$ cat config.mk
export PLATFORM = sky130hd
export DESIGN_NAME = button_gesture_detector_unit
export DESIGN_NICKNAME = d
export VERILOG_FILES = /design/src/hw/rtl/bgd_pkg.sv /design/src/hw/rtl/bgd_cfg_regs.sv /design/src/hw/rtl/bgd_eval.sv /design/src/hw/rtl/button_gesture_detector_unit.sv
export VERILOG_INCLUDE_DIRS = /design/src /design/src/hw/rtl
export SDC_FILE = /design/constraint.sdc
export NUM_CORES = 1
export LEC_CHECK = 0
export BUFFER_PORTS_ARGS = -buffer_cell sky130_fd_sc_hd__buf_2
export CAP_MARGIN = 20
export CELL_PAD_IN_SITES_DETAIL_PLACEMENT = 0
export CELL_PAD_IN_SITES_GLOBAL_PLACEMENT = 1
export CORE_UTILIZATION = 52
export DETAILED_ROUTE_END_ITERATION = 6
export HOLD_SLACK_MARGIN = 0.1
export PLACE_DENSITY_LB_ADDON = 0.1
export SLEW_MARGIN = 25
export SYNTH_ARGS = -nofsm -noshare
export SYNTH_HDL_FRONTEND = slang
export SYNTH_SLANG_ARGS = --single-unit
$ cat constraint.sdc
create_clock -name clk_i -period 10.2 [get_ports clk_i]
set_input_delay 0 -clock clk_i [delete_from_list [all_inputs] [get_ports clk_i]]
set_output_delay 0 -clock clk_i [all_outputs]
set_load 0.005 [all_outputs]
$ cat src/hw/rtl/assert_macros.svh
// assertion macros used by the button gesture detector rtl
`ifndef ASSERT_MACROS_SVH
`define ASSERT_MACROS_SVH

// checked on every rising edge outside reset
`define BGD_ASSERT(name, prop) \
  name: assert property (@(posedge clk_i) disable iff (!rst_ni) (prop)) \
    else $error("%m: assertion failed");

// checked on every rising edge, reset included
`define BGD_ASSERT_ALWAYS(name, prop) \
  name: assert property (@(posedge clk_i) (prop)) \
    else $error("%m: assertion failed");

`endif

$ cat src/hw/rtl/bgd_pkg.sv
// types and constants for the button gesture detector
package bgd_pkg;

  // time counter width
  localparam int unsigned TimeBits = 24;

  // field widths
  localparam int unsigned CfgTimeW = 24;
  localparam int unsigned DeltaW   = 16;
  localparam int unsigned TapsW    = 8;
  localparam int unsigned ModeW    = 3;
  localparam int unsigned GestW    = 2;
  localparam int unsigned CfgAddrW = 3;
  localparam int unsigned CfgDataW = 24;

  // stream payload widths, padded to whole bytes
  localparam int unsigned InDataW  = 24;
  localparam int unsigned OutDataW = 8;

  // register indexes
  localparam logic [CfgAddrW-1:0] RegMode      = 3'd0;
  localparam logic [CfgAddrW-1:0] RegHoldThr   = 3'd1;
  localparam logic [CfgAddrW-1:0] RegFireOnce  = 3'd2;
  localparam logic [CfgAddrW-1:0] RegPressLim  = 3'd3;
  localparam logic [CfgAddrW-1:0] RegGapLim    = 3'd4;
  localparam logic [CfgAddrW-1:0] RegTapsNeed  = 3'd5;

  // gesture modes
  localparam logic [ModeW-1:0] ModeDown     = 3'd0;
  localparam logic [ModeW-1:0] ModeClick    = 3'd1;
  localparam logic [ModeW-1:0] ModeRelease  = 3'd2;
  localparam logic [ModeW-1:0] ModeClickRel = 3'd3;
  localparam logic [ModeW-1:0] ModeHold     = 3'd4;
  localparam logic [ModeW-1:0] ModeMultiTap = 3'd5;

  // gesture states
  localparam logic [GestW-1:0] GestNone      = 2'd0;
  localparam logic [GestW-1:0] GestOngoing   = 2'd1;
  localparam logic [GestW-1:0] GestTriggered = 2'd2;

  // configuration as seen by the evaluation logic
  typedef struct packed {
    logic [ModeW-1:0]    mode;
    logic [CfgTimeW-1:0] hold_threshold;
    logic                fire_once;
    logic [CfgTimeW-1:0] tap_press_limit;
    logic [CfgTimeW-1:0] tap_gap_limit;
    logic [TapsW-1:0]    taps_needed;
  } bgd_cfg_t;

endpackage

$ cat src/hw/rtl/bgd_cfg_regs.sv
// configuration register file of the button gesture detector
module bgd_cfg_regs (
  input  logic                         clk_i,
  input  logic                         rst_ni,
  input  logic                         cfg_valid_i,
  input  logic [bgd_pkg::CfgAddrW-1:0] cfg_addr_i,
  input  logic [bgd_pkg::CfgDataW-1:0] cfg_wdata_i,
  output bgd_pkg::bgd_cfg_t            cfg_o
);
  import bgd_pkg::*;

  bgd_cfg_t cfg_q, cfg_d;

  // decode one write transaction; unknown indexes are dropped
  always_comb begin
    cfg_d = cfg_q;
    if (cfg_valid_i) begin
      unique case (cfg_addr_i)
        RegMode:     cfg_d.mode            = cfg_wdata_i[ModeW-1:0];
        RegHoldThr:  cfg_d.hold_threshold  = cfg_wdata_i[CfgTimeW-1:0];
        RegFireOnce: cfg_d.fire_once       = cfg_wdata_i[0];
        RegPressLim: cfg_d.tap_press_limit = cfg_wdata_i[CfgTimeW-1:0];
        RegGapLim:   cfg_d.tap_gap_limit   = cfg_wdata_i[CfgTimeW-1:0];
        RegTapsNeed: cfg_d.taps_needed     = cfg_wdata_i[TapsW-1:0];
        default:     cfg_d = cfg_q;
      endcase
    end
  end

  // register storage with reset values
  always_ff @(posedge clk_i or negedge rst_ni) begin
    if (!rst_ni) begin
      cfg_q.mode            <= ModeDown;
      cfg_q.hold_threshold  <= CfgTimeW'(500);
      cfg_q.fire_once       <= 1'b1;
      cfg_q.tap_press_limit <= CfgTimeW'(200);
      cfg_q.tap_gap_limit   <= CfgTimeW'(200);
      cfg_q.taps_needed     <= TapsW'(2);
    end else begin
      cfg_q <= cfg_d;
    end
  end

  assign cfg_o = cfg_q;

endmodule

$ cat src/hw/rtl/bgd_eval.sv
// gesture evaluation: per-sample state and result logic
`include "assert_macros.svh"

module bgd_eval (
  input  logic                       clk_i,
  input  logic                       rst_ni,
  input  logic                       step_i,
  input  logic                       pressed_i,
  input  logic [bgd_pkg::DeltaW-1:0] delta_i,
  input  bgd_pkg::bgd_cfg_t          cfg_i,
  output logic [bgd_pkg::GestW-1:0]  gesture_o
);
  import bgd_pkg::*;

  localparam int unsigned SumW = ((TimeBits > DeltaW) ? TimeBits : DeltaW) + 1;
  localparam int unsigned CmpW = (TimeBits > CfgTimeW) ? TimeBits : CfgTimeW;
  localparam logic [TimeBits-1:0] TimeMax = '1;
  localparam logic [TapsW-1:0]    TapsMax = '1;

  // tap phase codes
  localparam logic [1:0] TapIdle = 2'd0;
  localparam logic [1:0] TapRel  = 2'd1;
  localparam logic [1:0] TapGap  = 2'd2;

  function automatic logic [TimeBits-1:0] sat_add(input logic [TimeBits-1:0] a,
                                                  input logic [DeltaW-1:0]   b);
    logic [SumW-1:0] s;
    s = SumW'(a) + SumW'(b);
    if (s > SumW'(TimeMax)) return TimeMax;
    return s[TimeBits-1:0];
  endfunction

  logic                prev_q;
  logic [TimeBits-1:0] held_q, held_d;
  logic                fired_q, fired_d;
  logic [1:0]          phase_q, phase_d;
  logic [TimeBits-1:0] pticks_q, pticks_d;
  logic [TapsW-1:0]    taps_q, taps_d;

  logic                rise, fall;
  logic [TimeBits-1:0] phase_sum;
  logic [TapsW-1:0]    taps_inc;
  logic [GestW-1:0]    hold_res, tap_res;

  assign rise = pressed_i & ~prev_q;
  assign fall = ~pressed_i & prev_q;

  // hold: saturating pressed time against the threshold
  always_comb begin
    held_d   = pressed_i ? sat_add(held_q, delta_i) : '0;
    fired_d  = (CmpW'(held_d) >= CmpW'(cfg_i.hold_threshold));
    hold_res = (fired_d && (!fired_q || !cfg_i.fire_once)) ? GestTriggered : GestNone;
  end

  // multi tap phase sequencer
  assign phase_sum = sat_add(pticks_q, delta_i);
  assign taps_inc  = (taps_q == TapsMax) ? taps_q : taps_q + TapsW'(1);

  always_comb begin
    phase_d  = phase_q;
    pticks_d = pticks_q;
    taps_d   = taps_q;
    tap_res  = GestNone;
    unique case (phase_q)
      TapRel: begin
        pticks_d = phase_sum;
        if (pressed_i) begin
          tap_res = GestOngoing;
        end else if (CmpW'(phase_sum) <= CmpW'(cfg_i.tap_press_limit)) begin
          taps_d = taps_inc;
          if (taps_inc >= cfg_i.taps_needed) begin
            phase_d  = TapIdle;
            pticks_d = '0;
            taps_d   = '0;
            tap_res  = GestTriggered;
          end else begin
            phase_d  = TapGap;
            pticks_d = '0;
            tap_res  = GestOngoing;
          end
        end else begin
          phase_d  = TapIdle;
          pticks_d = '0;
          taps_d   = '0;
        end
      end
      TapGap: begin
        pticks_d = phase_sum;
        if (!pressed_i) begin
          tap_res = GestOngoing;
        end else if (CmpW'(phase_sum) <= CmpW'(cfg_i.tap_gap_limit)) begin
          phase_d  = TapRel;
          pticks_d = '0;
          tap_res  = GestOngoing;
        end else begin
          phase_d  = TapIdle;
          pticks_d = '0;
          taps_d   = '0;
        end
      end
      default: begin
        // idle, and the unused phase code behaves as idle
        if (pressed_i) begin
          phase_d  = TapRel;
          pticks_d = '0;
          tap_res  = GestOngoing;
        end
      end
    endcase
  end

  // result select by mode
  always_comb begin
    unique case (cfg_i.mode)
      ModeDown:     gesture_o = pressed_i ? GestTriggered : GestNone;
      ModeClick:    gesture_o = rise ? GestTriggered : GestNone;
      ModeRelease:  gesture_o = pressed_i ? GestOngoing : (fall ? GestTriggered : GestNone);
      ModeClickRel: gesture_o = rise ? GestTriggered :
                                (pressed_i ? GestOngoing : (fall ? GestTriggered : GestNone));
      ModeHold:     gesture_o = hold_res;
      ModeMultiTap: gesture_o = tap_res;
      default:      gesture_o = GestNone;
    endcase
  end

  // state update, one sample per transaction
  always_ff @(posedge clk_i or negedge rst_ni) begin
    if (!rst_ni) begin
      prev_q   <= 1'b0;
      held_q   <= '0;
      fired_q  <= 1'b0;
      phase_q  <= TapIdle;
      pticks_q <= '0;
      taps_q   <= '0;
    end else if (step_i) begin
      prev_q <= pressed_i;
      if (cfg_i.mode == ModeHold) begin
        held_q  <= held_d;
        fired_q <= fired_d;
      end
      if (cfg_i.mode == ModeMultiTap) begin
        phase_q  <= phase_d;
        pticks_q <= pticks_d;
        taps_q   <= taps_d;
      end
    end
  end

  // idle phase always carries a cleared tap sequence
  `BGD_ASSERT(a_idle_clear, (phase_q == TapIdle) |-> (pticks_q == '0 && taps_q == '0))
  // waiting for the next press means at least one tap was counted
  `BGD_ASSERT(a_gap_has_tap, (phase_q == TapGap) |-> (taps_q != '0))
  // a one-shot hold trigger leaves the fired flag set
  `BGD_ASSERT(a_hold_once,
    (step_i && cfg_i.mode == ModeHold && cfg_i.fire_once && gesture_o == GestTriggered)
      |=> fired_q)

endmodule

$ cat src/hw/rtl/button_gesture_detector_unit.sv
// top level of the button gesture detector with stream and config ports
//
//  channel    | direction | handshake                    | payload
//  s_axis     | in        | s_axis_tvalid/s_axis_tready  | pressed, delta_ticks
//  m_axis     | out       | m_axis_tvalid/m_axis_tready  | gesture_state
//  cfg        | in        | cfg_valid_i/cfg_ready_o      | register index, data
//
// one sample per cycle sustained while the output is not stalled, set by the single
// evaluation stage; each input sample is evaluated into the result register and offered
// rst_ni clears all gesture state and loads the register reset values
// a stalled output holds its result and stops evaluation; the input register takes a sample
// while it is empty or its sample moves on, so up to two samples wait inside the block
// configuration writes take effect in the cycle after they are offered and are always ready
module button_gesture_detector_unit (
  input  logic                         clk_i,
  input  logic                         rst_ni,
  input  logic                         s_axis_tvalid,
  output logic                         s_axis_tready,
  input  logic [bgd_pkg::InDataW-1:0]  s_axis_tdata,  // [0] pressed, [16:1] delta_ticks
  output logic                         m_axis_tvalid,
  input  logic                         m_axis_tready,
  output logic [bgd_pkg::OutDataW-1:0] m_axis_tdata,  // [1:0] gesture_state
  input  logic                         cfg_valid_i,
  output logic                         cfg_ready_o,
  input  logic [bgd_pkg::CfgAddrW-1:0] cfg_addr_i,
  input  logic [bgd_pkg::CfgDataW-1:0] cfg_wdata_i
);
  import bgd_pkg::*;

  bgd_cfg_t          cfg;
  logic              in_valid_q;
  logic              in_pressed_q;
  logic [DeltaW-1:0] in_delta_q;
  logic              out_valid_q;
  logic [GestW-1:0]  out_gest_q;
  logic [GestW-1:0]  gest;
  logic              step;
  logic              in_take;

  // configuration registers
  assign cfg_ready_o = 1'b1;

  bgd_cfg_regs u_cfg (
    .clk_i      (clk_i),
    .rst_ni     (rst_ni),
    .cfg_valid_i(cfg_valid_i),
    .cfg_addr_i (cfg_addr_i),
    .cfg_wdata_i(cfg_wdata_i),
    .cfg_o      (cfg)
  );

  // pipeline flow control
  assign step          = in_valid_q && (!out_valid_q || m_axis_tready);
  assign s_axis_tready = !in_valid_q || step;
  assign in_take       = s_axis_tvalid && s_axis_tready;

  // input register
  always_ff @(posedge clk_i or negedge rst_ni) begin
    if (!rst_ni) begin
      in_valid_q <= 1'b0;
    end else if (s_axis_tready) begin
      in_valid_q <= s_axis_tvalid;
    end
  end

  always_ff @(posedge clk_i) begin
    if (in_take) begin
      in_pressed_q <= s_axis_tdata[0];
      in_delta_q   <= s_axis_tdata[DeltaW:1];
    end
  end

  // gesture evaluation
  bgd_eval u_eval (
    .clk_i    (clk_i),
    .rst_ni   (rst_ni),
    .step_i   (step),
    .pressed_i(in_pressed_q),
    .delta_i  (in_delta_q),
    .cfg_i    (cfg),
    .gesture_o(gest)
  );

  // result register
  always_ff @(posedge clk_i or negedge rst_ni) begin
    if (!rst_ni) begin
      out_valid_q <= 1'b0;
    end else if (step) begin
      out_valid_q <= 1'b1;
    end else if (m_axis_tready) begin
      out_valid_q <= 1'b0;
    end
  end

  always_ff @(posedge clk_i) begin
    if (step) begin
      out_gest_q <= gest;
    end
  end

  assign m_axis_tvalid = out_valid_q;
  assign m_axis_tdata  = OutDataW'(out_gest_q);

endmodule
==> reports/metrics.yaml <==
power_and_ir_drop:
  p_comb_frac: 0.331
  p_int_uw: 1500
  p_switching_uw: 773
  clkPwrFrac: 0.295
  ir_drop_mv: 0.112
  pwr-share-seq: 0.375
  swShare: 0.340
  power.density_nw_per_um2: 186
  p_leak_uw: 0.00581
detailed_routing:
  route.vias.total: 8422
  routed_via_density: 5.70
  drt_pass1_iterations: 5
  drcViolationCount: 0
  final_antenna_net_count: 0
  wire_per_inst_um: 18.4
  finalWirelength_um: 27200
  drt-initial-drc-count: 407
sta:
  slew_violations: 0
  hold_ws_ps: 124
  setup_violations: 0
  grt_setup_unrepaired: "no"
  finClkSkew_ps: 12.9
  maxSlewHeadroom: 0.332
  min_period_ps: 6110
  period_share: 0.599
  fmax_mhz: 164
  worst_pin_slew_ps: 1000
  fin_setup_tns_ps: 0
  hold_violations: 0
final_layout:
  fillers: 1711
  layout_common_cells: "dfrtp_1 (132), ha_1 (118), nand2_1 (106)"
  syn_to_final_growth_pct: 15.2
  nets: 1376
  n_antenna_cell: 0
  drive_gt1_frac: 0.143
  final_common_cell: "dfrtp_1"
yosys:
  netlist_instances: 1108
  ys_async_sr_fraction: 0.885
  synth.distinct_cells: 73
  ys.flop_type: "dfrtp_1"
  yosysSeqAreaShare: 0.400
  synth_enable_flop_cells: 19
  yosysWarnings: 0
  ys_seq_elements: 165
  syn_area_per_cell_um2: 9.56
  syn-cell-area_um2: 10600
cts:
  numCtsBuffers: 17
  post-cts-setup-buffers: 0
  numClockSinks: 165
  clkLatencyLatePin_ps: 440
  cts_tree: "yes"
  cts_buffer_depth: 2
  htree_levels: 4
  cts_root_buffer: "clkbuf_16"
  cts-resized-gates: 0
  clkTransAtPathRegs_ps: 70
worst_setup_path:
  cp_max_fo: 21
  start_kind: "flop"
  criticalPathCategory: "reg -> reg"
  endpoint_kind: "flop"
  crit_arrival_ps: 6480
  r2r_cells: 19
  r2r-end: "u_eval.taps_q[1]"
  required_ps: 10570
  reg2reg_slack_ps: 4090
  r2r_start: "in_delta_q[0]"
run:
  drv_cap: 0
grt:
  gr-total-overflow: 0
  grt_usage: 0.278
  grt_pass1_vias: 8189
  antenna_found_initial: 0
  grt_max_degree: 80
  grt_pass1_wl_um: 43400
run_status:
  status: "completed"
placement:
  place_congestion: 0.823
  hpwlAfterDp_um: 19500
  io_buffer_count: 52
floorplan:
  dieArea_um2: 21000
  die_height_um: 145
  die_x_um: 145
  start_util: 0.537
  core_area_um2: 19700
  ios: 67
  core.rowCount: 51
min_path:
  min_path_type: "in -> async"
==> power groups by stage <==
| stage | logic (uW) | registers [uW] | clock network, uW |
|---|---|---|---|
| 3_3_place_gp | 715 | 858 | 0 |
| 5_1_grt | 868 | 864 | 708 |
| 2_1_floorplan | 556 | 842 | 0 |
| 4_1_cts | 753 | 851 | 679 |
| 3_5_place_dp | 727 | 863 | 0 |
| 6_report | 752 | 851 | 670 |
==> logic make-up (layout without fill, tap and decap cells) <==
family          Yosys count  count (layout)  share of synthesized area
other cells               2               7                   0.000709
fa+ha+maj               120             120                      0.143
compound gates          305             305                      0.187
flops                   165             165                      0.400
mux                      57              57                     0.0612
simple gates            292             292                      0.132
xor+xnor                 27              27                     0.0223
buf+inv                 140             240                     0.0536
==> flip-flops by register name, summed over array words and instances, names as in the netlist <==
register	count
u_eval.phase_q	2
u_eval.pticks_q	24
in_pressed_q	1
in_delta_q	16
in_valid_q	1
u_eval.taps_q	8
u_eval.fired_q	1
u_cfg.cfg_o	84
out_gest_q	2
u_eval.held_q	24
m_axis_tvalid	1
u_eval.prev_q	1
==> synth_stat cells (8+ instances only) <==
cell type / instances / area, um^2
dfrtp_1: 132 / 3300
ha_1: 118 / 1480
nand2_1: 106 / 398
inv_1: 100 / 375
o21ai_0: 77 / 385
a21oi_1: 75 / 375
nor2_1: 55 / 206
mux2_2: 52 / 586
nand3_1: 30 / 150
a21o_1: 29 / 218
a22o_1: 27 / 236
clkbuf_1: 26 / 97.6
edfxtp_1: 19 / 571
nor3_1: 19 / 95.1
and3_1: 17 / 106
nand4_1: 15 / 93.8
o21a_1: 15 / 113
xnor2_1: 15 / 131
dfstp_2: 14 / 368
nand2b_1: 14 / 87.6
xor2_1: 12 / 105
a31oi_1: 10 / 62.6
o21ai_1: 9 / 45.0
a211oi_1: 8 / 60.1
buf_4: 8 / 60.1
nor2b_1: 8 / 50.1
==> final cells by class <==
class                           instances  area (um^2)  share of cell area
Multi-Input combinational cell        808         5840               0.478
Inverter                              101          379              0.0311
Clock buffer                           21          504              0.0413
Timing Repair Buffer                  107          805              0.0659
Sequential cell                       165         4240               0.347
Tap cell                              265          332              0.0272
Clock inverter                         11          110             0.00902
==> critical path, cell delays in order, from the launching register on <==
cell and delay [ps]:
edfxtp_1 420, ha_1 230, inv_1 70, fa_1 380, nor2b_1 190, o31a_1 200
o31a_1 260, a31oi_4 150, o21ai_1 340, nand2b_1 560, and3_1 400, nor2_1 260
ha_1 190, nand2_1 70, nor4_1 830, nand3_1 310, and4_1 320, a21boi_1 550
a31oi_1 130, o22ai_1 190
==> per-layer routing <==
layer  global-route usage  share of wire
met1                0.379           0.48
met2                0.452           0.46
met3               0.0444          0.033
met4               0.0870          0.018
met5                    0              0
==> worst max path at each step <==
stage / start / endpoint / slack [ps] / depth (start not counted)
5_1_grt: in_delta_q[0] / u_eval.taps_q[1] / 3720 / 19
4_1_cts: in_delta_q[0] / u_eval.taps_q[1] / 4120 / 19
3_5_place_dp: in_delta_q[0] / u_eval.taps_q[1] / 4140 / 19
2_1_floorplan: in_delta_q[0] / u_eval.taps_q[1] / 5990 / 20
3_3_place_gp: in_delta_q[0] / u_eval.taps_q[1] / 4200 / 19
6_report: in_delta_q[0] / u_eval.taps_q[1] / 4090 / 19
==> repair_timing <==
item                                   4_1_cts  5_1_grt
setup endpoints to repair                    0        0
endpoints found under the hold margin      181        0
hold buffers                                47        0
==> per-stage QoR <==
step | instances | total power (uW) | util | setup WS [ps] | cell area (um^2)
detailed placement | 1399 | 1590 | 0.564 | 4140 | 11100
CTS | 1478 | 2280 | 0.619 | 4120 | 12200
floorplan | 1113 | 1400 | - | 5990 | 10600
global placement | 1398 | 1570 | 0.563 | 4200 | 11100
finish | 1478 | 2270 | 0.619 | 4090 | 12200
global route | 1478 | 2440 | 0.619 | 3720 | 12200
Power figures use the tool's default switching activity.
